File: src/hw/rtl/rtn_pkg.sv
// shared types, constants and the multiply-accumulate program of the ray/triangle core
package rtn_pkg;

	localparam int FRAC_BITS = 16;
	// edge and offset width
	localparam int CW = 33;
	// cross product width
	localparam int PV_W = 68;
	// accumulator and numerator width, holds min_distance * det and det << 31
	localparam int W = 136;

	typedef logic signed [CW-1:0] coord_t;
	typedef logic signed [W-1:0] acc_t;

	typedef struct packed {
		logic [2:0][31:0] origin;
		logic [2:0][31:0] dir;
		logic [31:0]      det_thr;
		logic [30:0]      min_dist;
	} cfg_t;

	typedef struct packed {
		coord_t [2:0] e1;
		coord_t [2:0] e2;
		coord_t [2:0] tv;
		logic [15:0]  id;
		logic         last;
	} tri_t;

	typedef enum logic [2:0] {
		REG_ORIGIN_X = 3'd0,
		REG_ORIGIN_Y = 3'd1,
		REG_ORIGIN_Z = 3'd2,
		REG_DIR_X    = 3'd3,
		REG_DIR_Y    = 3'd4,
		REG_DIR_Z    = 3'd5,
		REG_DET_THR  = 3'd6,
		REG_MIN_DIST = 3'd7
	} reg_idx_t;

	typedef enum logic [3:0] {
		SRC_D0, SRC_D1, SRC_D2,
		SRC_E1_0, SRC_E1_1, SRC_E1_2,
		SRC_E2_0, SRC_E2_1, SRC_E2_2,
		SRC_TV0, SRC_TV1, SRC_TV2,
		SRC_MD
	} mpl_src_t;

	typedef enum logic [3:0] {
		MCD_E1_0, MCD_E1_1, MCD_E1_2,
		MCD_E2_0, MCD_E2_1, MCD_E2_2,
		MCD_PV0, MCD_PV1, MCD_PV2,
		MCD_QV0, MCD_QV1, MCD_QV2,
		MCD_DET
	} mcd_src_t;

	typedef enum logic [3:0] {
		DST_NONE,
		DST_PV0, DST_PV1, DST_PV2,
		DST_QV0, DST_QV1, DST_QV2,
		DST_DET, DST_UN, DST_VN, DST_TN,
		DST_MD
	} dst_t;

	typedef struct packed {
		mpl_src_t mpl;
		mcd_src_t mcd;
		logic     neg;
		logic     clr;
		dst_t     dst;
	} mop_t;

	typedef struct packed {
		logic start;
		logic clear;
		logic neg;
	} mac_cmd_t;

	localparam logic [4:0] OP_LAST_VEC = 5'd23;
	localparam logic [4:0] OP_MD       = 5'd24;

	// program: pv = d x e2, qv = tv x e1, det/un/vn/tn dot products, then min_distance * det
	function automatic mop_t mop_decode(input logic [4:0] op);
		mop_t m;
		case (op)
			5'd0:  m = '{SRC_D1,   MCD_E2_2, 1'b0, 1'b1, DST_NONE};
			5'd1:  m = '{SRC_D2,   MCD_E2_1, 1'b1, 1'b0, DST_PV0};
			5'd2:  m = '{SRC_D2,   MCD_E2_0, 1'b0, 1'b1, DST_NONE};
			5'd3:  m = '{SRC_D0,   MCD_E2_2, 1'b1, 1'b0, DST_PV1};
			5'd4:  m = '{SRC_D0,   MCD_E2_1, 1'b0, 1'b1, DST_NONE};
			5'd5:  m = '{SRC_D1,   MCD_E2_0, 1'b1, 1'b0, DST_PV2};
			5'd6:  m = '{SRC_TV1,  MCD_E1_2, 1'b0, 1'b1, DST_NONE};
			5'd7:  m = '{SRC_TV2,  MCD_E1_1, 1'b1, 1'b0, DST_QV0};
			5'd8:  m = '{SRC_TV2,  MCD_E1_0, 1'b0, 1'b1, DST_NONE};
			5'd9:  m = '{SRC_TV0,  MCD_E1_2, 1'b1, 1'b0, DST_QV1};
			5'd10: m = '{SRC_TV0,  MCD_E1_1, 1'b0, 1'b1, DST_NONE};
			5'd11: m = '{SRC_TV1,  MCD_E1_0, 1'b1, 1'b0, DST_QV2};
			5'd12: m = '{SRC_E1_0, MCD_PV0,  1'b0, 1'b1, DST_NONE};
			5'd13: m = '{SRC_E1_1, MCD_PV1,  1'b0, 1'b0, DST_NONE};
			5'd14: m = '{SRC_E1_2, MCD_PV2,  1'b0, 1'b0, DST_DET};
			5'd15: m = '{SRC_TV0,  MCD_PV0,  1'b0, 1'b1, DST_NONE};
			5'd16: m = '{SRC_TV1,  MCD_PV1,  1'b0, 1'b0, DST_NONE};
			5'd17: m = '{SRC_TV2,  MCD_PV2,  1'b0, 1'b0, DST_UN};
			5'd18: m = '{SRC_D0,   MCD_QV0,  1'b0, 1'b1, DST_NONE};
			5'd19: m = '{SRC_D1,   MCD_QV1,  1'b0, 1'b0, DST_NONE};
			5'd20: m = '{SRC_D2,   MCD_QV2,  1'b0, 1'b0, DST_VN};
			5'd21: m = '{SRC_E2_0, MCD_QV0,  1'b0, 1'b1, DST_NONE};
			5'd22: m = '{SRC_E2_1, MCD_QV1,  1'b0, 1'b0, DST_NONE};
			5'd23: m = '{SRC_E2_2, MCD_QV2,  1'b0, 1'b0, DST_TN};
			5'd24: m = '{SRC_MD,   MCD_DET,  1'b0, 1'b1, DST_MD};
			default: m = '{SRC_D0, MCD_E1_0, 1'b0, 1'b0, DST_NONE};
		endcase
		return m;
	endfunction

endpackage

File: src/hw/rtl/rtn_front.sv
// front end: takes triangle beats, forms edges and origin offset, two-entry queue
module rtn_front (
	input  logic               clk,
	input  logic               arst_n,
	input  rtn_pkg::cfg_t      cfg,
	input  logic               in_valid,
	output logic               in_ready,
	input  logic [2:0][31:0]   vtx_a,
	input  logic [2:0][31:0]   vtx_b,
	input  logic [2:0][31:0]   vtx_c,
	input  logic [15:0]        triangle_id,
	input  logic               group_last,
	output logic               q_valid,
	output rtn_pkg::tri_t      q_entry,
	input  logic               q_pop
);
	import rtn_pkg::*;

	tri_t       ent;
	tri_t       ent_q [2];
	logic       wr_q;
	logic       rd_q;
	logic [1:0] cnt_q;
	logic       push;

	// edges b-a, c-a and offset origin-a, 33 bits each
	always_comb begin
		for (int i = 0; i < 3; i++) begin
			ent.e1[i] = {vtx_b[i][31], vtx_b[i]} - {vtx_a[i][31], vtx_a[i]};
			ent.e2[i] = {vtx_c[i][31], vtx_c[i]} - {vtx_a[i][31], vtx_a[i]};
			ent.tv[i] = {cfg.origin[i][31], cfg.origin[i]} - {vtx_a[i][31], vtx_a[i]};
		end
		ent.id   = triangle_id;
		ent.last = group_last;
	end

	assign in_ready = (cnt_q != 2'd2);
	assign push     = in_valid && in_ready;
	assign q_valid  = (cnt_q != 2'd0);
	assign q_entry  = ent_q[rd_q];

	// queue pointers and occupancy
	always_ff @(posedge clk or negedge arst_n) begin
		if (!arst_n) begin
			wr_q  <= 1'b0;
			rd_q  <= 1'b0;
			cnt_q <= 2'd0;
		end else begin
			if (push) wr_q <= ~wr_q;
			if (q_pop) rd_q <= ~rd_q;
			cnt_q <= cnt_q + 2'(push) - 2'(q_pop);
		end
	end

	// queue storage
	always_ff @(posedge clk) begin
		if (push) ent_q[wr_q] <= ent;
	end

endmodule

File: config.mk
export PLATFORM = sky130hd
export DESIGN_NAME = rtn_front
export DESIGN_NICKNAME = d
export VERILOG_FILES = /design/src/hw/rtl/rtn_pkg.sv /design/src/hw/rtl/rtn_front.sv
export SDC_FILE = /design/constraint.sdc
export NUM_CORES = 1
export LEC_CHECK = 0
export BUFFER_PORTS_ARGS = -buffer_cell sky130_fd_sc_hd__buf_2
export CAP_MARGIN = 20
export CORE_AREA = 8 8 334 336
export DETAILED_ROUTE_END_ITERATION = 7
export DIE_AREA = 0 0 342 344
export GPL_ROUTABILITY_DRIVEN = 0
export GPL_TIMING_DRIVEN = 0
export PLACE_DENSITY_LB_ADDON = 0.08
export SLEW_MARGIN = 20
export SYNTH_ARGS = -nofsm -noshare
export SYNTH_HDL_FRONTEND = slang
export SYNTH_SLANG_ARGS = --single-unit
File: constraint.sdc
create_clock -name clk -period 13.9 [get_ports clk]
set_clock_uncertainty 0.05 [all_clocks]
set_input_delay 1.39 -clock clk [delete_from_list [all_inputs] [get_ports clk]]
set_output_delay 1.39 -clock clk [all_outputs]
set_load 0.02 [all_outputs]
# Yosys cells after proc, flatten, opt, wreduce, memory -nomap -nowiden
# Memory sizes are Yosys's and may differ from the RTL's.
# Index checks and enable logic that the tools add are counted.
[word_totals]
reg_bits = 4
mem_bits_rw = 628
wordCells = 22
n_memories = 1
[mem_list]
columns = ["memory", "depth", "word_bits", "rd", "rd_clocked_by_memory_dff", "write_ports", "line_no", "text"]
rows = [
  ["ent_q", 2, 314, 1, 0, 1, "rtn_front.sv:20", "tri_t ent_q [2];"],
]
[classes]
n_addsub = 11
n_eq_ne = 1
n_mux = 2
bitwise = 2
n_reduce_logical = 2
[op_table]
columns = ["op", "n"]
rows = [
  ["32-bit by 32-bit subtractor with 33-bit output", 9],
  ["2-bit by 1-bit adder with 2-bit output", 1],
  ["1-bit 2-to-1 mux", 2],
  ["2-bit != test, second input constant", 1],
  ["1-bit inverter", 2],
  ["2-bit nonzero test", 1],
  ["2-bit by 1-bit subtractor with 2-bit output", 1],
  ["1-bit logical AND", 1],
]

# Depth between registers and ports, before layout
[logic_depth]
depth_word = 4
mapped_depth = 14
depth_no_buf = 14

# Worst setup path after synthesis
# Ideal clock, no wire load.
[synth_path]
path_type = "input port to flip-flop"
from = "input port in_valid"
to = "memory ent_q[0][0] (netlist name), enable pin"
setup_ns = 0.996
arrival_time_ns = 14.488
required_time_ns = 12.854
setup_slack_ns = -1.634
stages = 2
cell_sequence = "nand2_1 nor2_1"
[synth_via]
elab_chain_cells = 3
[synth_rtl]
columns = ["item", "line_no", "text"]
rows = [
  ["start: declaration", "rtn_front.sv:6", "input logic in_valid,"],
  ["1-bit logical AND", "rtn_front.sv:38", "assign push = in_valid && in_ready;"],
  ["1-bit 2-to-1 mux", "rtn_front.sv:57", "if (push) ent_q[wr_q] <= ent;"],
  ["1-bit 2-to-1 mux (implied by the code)", "rtn_front.sv:57", ""],
  ["end: declaration", "rtn_front.sv:20", ""],
]
# No other way between the ends.

==> metrics list <==
- The share of the synthesized area in compound gates (AO/OA/AOI/OAI) was 0.129.
* Arrival time at the worst endpoint: 3.50 ns
* Number of failing hold endpoints at the final stage: 0
- Dividing total power by cell area gives a power density of 180 nW/um^2.
- Starting Density: 0.347
* Mux share of post-synthesis cell area: 0.0963
- For this run, the slowest stage of the critical path takes 0.80 ns.
- In this run, placement finished with an instance count of 5176.
- The routed design has 126 mm of wire.
- The count of final max-slew check failures is 0.
* Total track usage: 0.206
* Top-level I/O count: 880
* Portion of the post-synthesis area used by sequential elements: 0.514
- Counting stages on the worst path, the most repeated cell is sky130_fd_sc_hd__clkbuf_2.
- Critical path data required time: 12.46 ns
* Final sum of negative setup slack: 0 ns
- The critical path goes through clkbuf_2, clkbuf_2, clkbuf_1, mux2_2, buf_2.
* Synth Flop Type: sky130_fd_sc_hd__edfxtp_1
- Setup repair after global routing left no endpoint under its margin.
- Cells after Synth: 3029
- Die ar.: 118000 sq um
- Adder and majority gate portion of the synthesized area: 0.103
- The tool flagged a number of max-cap violations equal to 0.
- Of the total synthesized cell area, the portion taken by XOR and XNOR cells is 0.0593.
- Y dimension of the die: 344 um
- Maximum fanout count along the critical path: 10
- Across all hold checks on the routed design, the worst slack comes to 0.446 ns.
* Top cell family by delay on the critical path: buffers and inverters
* Syn Std Cell Area: 36900 sq um
- Clock Sink Count: 632
- The critical path contains buffers and inverters numbering 4 combined.
* Maximum number of buffers from clock root to sink: 3
* Clock tree from TritonCTS: yes
* WS Path Type: reg -> out
- Number of antenna violations at the first check in global routing: 73
- Static Leak: 18.9 nW
* HPWL reported at the end of detailed placement: 102 mm
- The core region is 106000 sq um.
* Quantity of gates resized following cts: 0
* Via count of the first global-routing pass: 27200
- After synthesis, the netlist uses 75 different library cells.
- The count of buffers added on input and output ports is 720.
- Of the cells placed in the final design, the portion with a size suffix greater than 1 is 0.309.
- The count of nets left with antenna violations once routing finished came out at 0.
- Level count of the clock H-tree: 3
- Hold buffer count at cts: 0
* Status: completed
* Worst-margin pin slew: 1.03 ns
- Max IR drop VDD: 0.101 mV
* Number of nets produced by synthesis: 3892
- Clock transition at the register clock pins on the worst setup and hold paths after CTS: 0.06 ns
- Simple-Gate Fraction of Synth Area: 0.0727
- Measured on the finished design, the core utilization comes to 0.426.
- Timing would allow up to 0.202 GHz.
* Synth async-reset ratio: 0.00633
- The number of setup buffers added after CTS is 0.
- The worst pin sits at a relative slew slack of 0.317.
* Total chip power: 8.14 mW
- Dividing the detail-routed via count by the number of cells gives 5.03.
- Number of optimization iterations in the first detailed-route pass: 5
- After global routing the overflow that remains totals 0.
* Cell chosen for the clock root: sky130_fd_sc_hd__clkbuf_16
- Final routed wire length divided by cell count: 23.6 um
- Type of destination of the critical path: primary output
- Across all layers, the routed design uses 26900 vias.
- Counting the fill cells in the layout gives 10300.
- Clock period minus worst slack: 4.94 ns
* Residual DRC: 0
- DIE WIDTH: 342 um
- The slowest stage of the critical path is the sky130_fd_sc_hd__clkbuf_1 cell.
- The finished layout holds 5346 standard cells, fillers aside.
- Setup violations remaining at the end of the flow were counted as 0.
* Number of clock buffers inserted by TritonCTS: 78
- The first global-routing pass estimated 179 mm of wire.
- At the later pin of the worst-skew pair, clock insertion delay measures 0.63 ns.
- Maximum number of pins on one net before global-route repair: 46
- Total of warnings raised by yosys: 0
* Number of enable flip-flop cells after synthesis: 628
* Main combinational cell family by area after synthesis: compound AO/OA/AOI/OAI gates
* Count of standard-cell rows: 120
- Initial detailed-routing violation count: 1492
- Average size of a mapped cell: 12.2 sq um
- Nature of the critical path startpoint: register
* Yosys reg bits: 632
- Final layout net count: 4716
* Area Growth Syn to Fin: 22.7%
- Number of cells on the worst reg-to-reg path: 7
- Share of the cycle needed by the critical path after routing: 0.355
* Class of the most critical hold timing path: reg -> reg
- Counting buffers and inverters, the worst setup path is 5 cells deep.
* Min-Delay Path Depth: 1
cells in the mapped netlist (5+ instances only):
cell | number | area share
sky130_fd_sc_hd__a221oi_1 | 8 | 0.0019
sky130_fd_sc_hd__mux2_2 | 314 | 0.096
sky130_fd_sc_hd__nand4_1 | 22 | 0.0037
sky130_fd_sc_hd__a21o_1 | 149 | 0.030
sky130_fd_sc_hd__a21oi_1 | 219 | 0.030
sky130_fd_sc_hd__o21ai_0 | 115 | 0.016
sky130_fd_sc_hd__fa_1 | 9 | 0.0049
sky130_fd_sc_hd__edfxtp_1 | 628 | 0.51
sky130_fd_sc_hd__or3_1 | 7 | 0.0012
sky130_fd_sc_hd__a31oi_1 | 22 | 0.0037
sky130_fd_sc_hd__o41ai_1 | 5 | 0.0012
sky130_fd_sc_hd__clkbuf_1 | 59 | 0.0060
sky130_fd_sc_hd__o21ai_1 | 16 | 0.0022
sky130_fd_sc_hd__nor4_1 | 5 | 0.00085
sky130_fd_sc_hd__or2_2 | 9 | 0.0015
sky130_fd_sc_hd__nand2b_1 | 42 | 0.0071
sky130_fd_sc_hd__xor2_1 | 84 | 0.020
sky130_fd_sc_hd__o31ai_1 | 6 | 0.0012
sky130_fd_sc_hd__o21bai_1 | 28 | 0.0057
sky130_fd_sc_hd__and2_1 | 14 | 0.0024
sky130_fd_sc_hd__o22ai_1 | 7 | 0.0012
sky130_fd_sc_hd__xnor2_1 | 166 | 0.039
sky130_fd_sc_hd__ha_1 | 290 | 0.098
sky130_fd_sc_hd__a311oi_1 | 9 | 0.0021
sky130_fd_sc_hd__nand3_1 | 49 | 0.0066
sky130_fd_sc_hd__a211oi_1 | 9 | 0.0018
sky130_fd_sc_hd__o21a_1 | 33 | 0.0067
sky130_fd_sc_hd__a211o_1 | 5 | 0.0012
sky130_fd_sc_hd__o211ai_1 | 13 | 0.0026
sky130_fd_sc_hd__a41o_1 | 7 | 0.0019
sky130_fd_sc_hd__nor2_1 | 132 | 0.013
sky130_fd_sc_hd__nand2_1 | 136 | 0.014
sky130_fd_sc_hd__and3_1 | 25 | 0.0042
sky130_fd_sc_hd__a2111oi_0 | 5 | 0.0012
sky130_fd_sc_hd__inv_1 | 196 | 0.020
sky130_fd_sc_hd__nor2b_1 | 52 | 0.0088
sky130_fd_sc_hd__nor3_1 | 37 | 0.0050
sky130_fd_sc_hd__a31o_2 | 10 | 0.0024
sky130_fd_sc_hd__a221o_1 | 6 | 0.0016
sky130_fd_sc_hd__and4_1 | 5 | 0.0012
sky130_fd_sc_hd__a21boi_0 | 18 | 0.0037
final timing paths:
kind / end / startpoint / slack, ns
max reg2reg: ent_q[0][41] / cnt_q[0] / 11.37
min reg2reg: cnt_q[1] / cnt_q[1] / 0.45
max: q_entry[220] / rd_q / 8.96
min in group asynchronous: rd_q / arst_n / 0.51
max in group asynchronous: cnt_q[1] / arst_n / 13.15
min: cnt_q[1] / cnt_q[1] / 0.45
final cells by class:
type	instances	area [sq um]	share of cell area
Sequential cell	632	19000	0.419
Multi-Input combinational cell	2140	17000	0.375
Timing Repair Buffer	744	4150	0.0917
Clock buffer	99	2090	0.0462
Tap cell	1403	1760	0.0388
Inverter	196	736	0.0162
Clock inverter	40	287	0.00633
Buffer	61	236	0.00522
Antenna cell	31	77.6	0.00171
worst reg2reg max path, delay by kind of cell, from the launching register on:
kind	cells	cell delay (ns)
buffers and inverters	4	0.89
DFF	1	0.37
and+or+nand+nor	3	0.91
registers in the layout, indices dropped and copies added, names as in the netlist:
signal and count:
wr_q 1, cnt_q 2, ent_q 628, rd_q 1
per-stage QoR:
| stage | instance area [sq um] | setup WS, ns |
|---|---|---|
| floorplan | 36900 | 3.69 |
| global placement | 42300 | -2.72 |
| detailed placement | 42800 | 8.68 |
| CTS | 45200 | 8.68 |
| global route | 45300 | 8.69 |
| finish | 45300 | 8.96 |
report_power, final:
group          total [mW]  internal, mW  switching (mW)
registers            2.82          2.74          0.0844
clock network        1.93          1.12           0.811
logic                3.38          1.22            2.16
cells in the final DEF (no fill, tap or decap), drive strengths merged, types with 8 or more instances in the layout:
master	netlist	layout
nor2b	52	52
a211oi	9	9
edfxtp	628	628
clkbuf	59	158
nor2	132	132
fa	9	9
nand3	49	49
a21o	149	149
and2	14	14
o21a	33	33
nand2	136	136
or2	9	9
clkinv	0	33
o21ai	132	132
mux2	314	314
nand4	22	22
nand2b	42	42
diode	0	31
inv	196	199
a21oi	221	221
and3	25	25
xor2	84	84
a311oi	9	9
nor3	37	37
a31oi	23	23
xnor2	166	166
ha	290	290
o211ai	13	13
a31o	10	10
a21boi	21	21
buf	2	746
a221oi	8	8
o21bai	28	28
routing by layer:
| layer | GRT usage | vias to the layer above | wire (um) |
|---|---|---|---|
| met5 | 0 | - | 406 |
| met1 | 0.242 | 12800 | 51100 |
| met3 | 0.0921 | 203 | 13500 |
| li1 | - | 13100 | - |
| met4 | 0.0647 | 60 | 3040 |
| met2 | 0.337 | 739 | 58000 |
cell families after synthesis:
| group | count (synthesis) |
|---|---|
| compound gates | 727 |
| flops | 632 |
| simple gates | 548 |
| mux | 316 |
| fa+ha+maj | 299 |
| buf+inv | 257 |
| xor+xnor | 250 |
No activity file was read; power rests on OpenSTA's default activity.
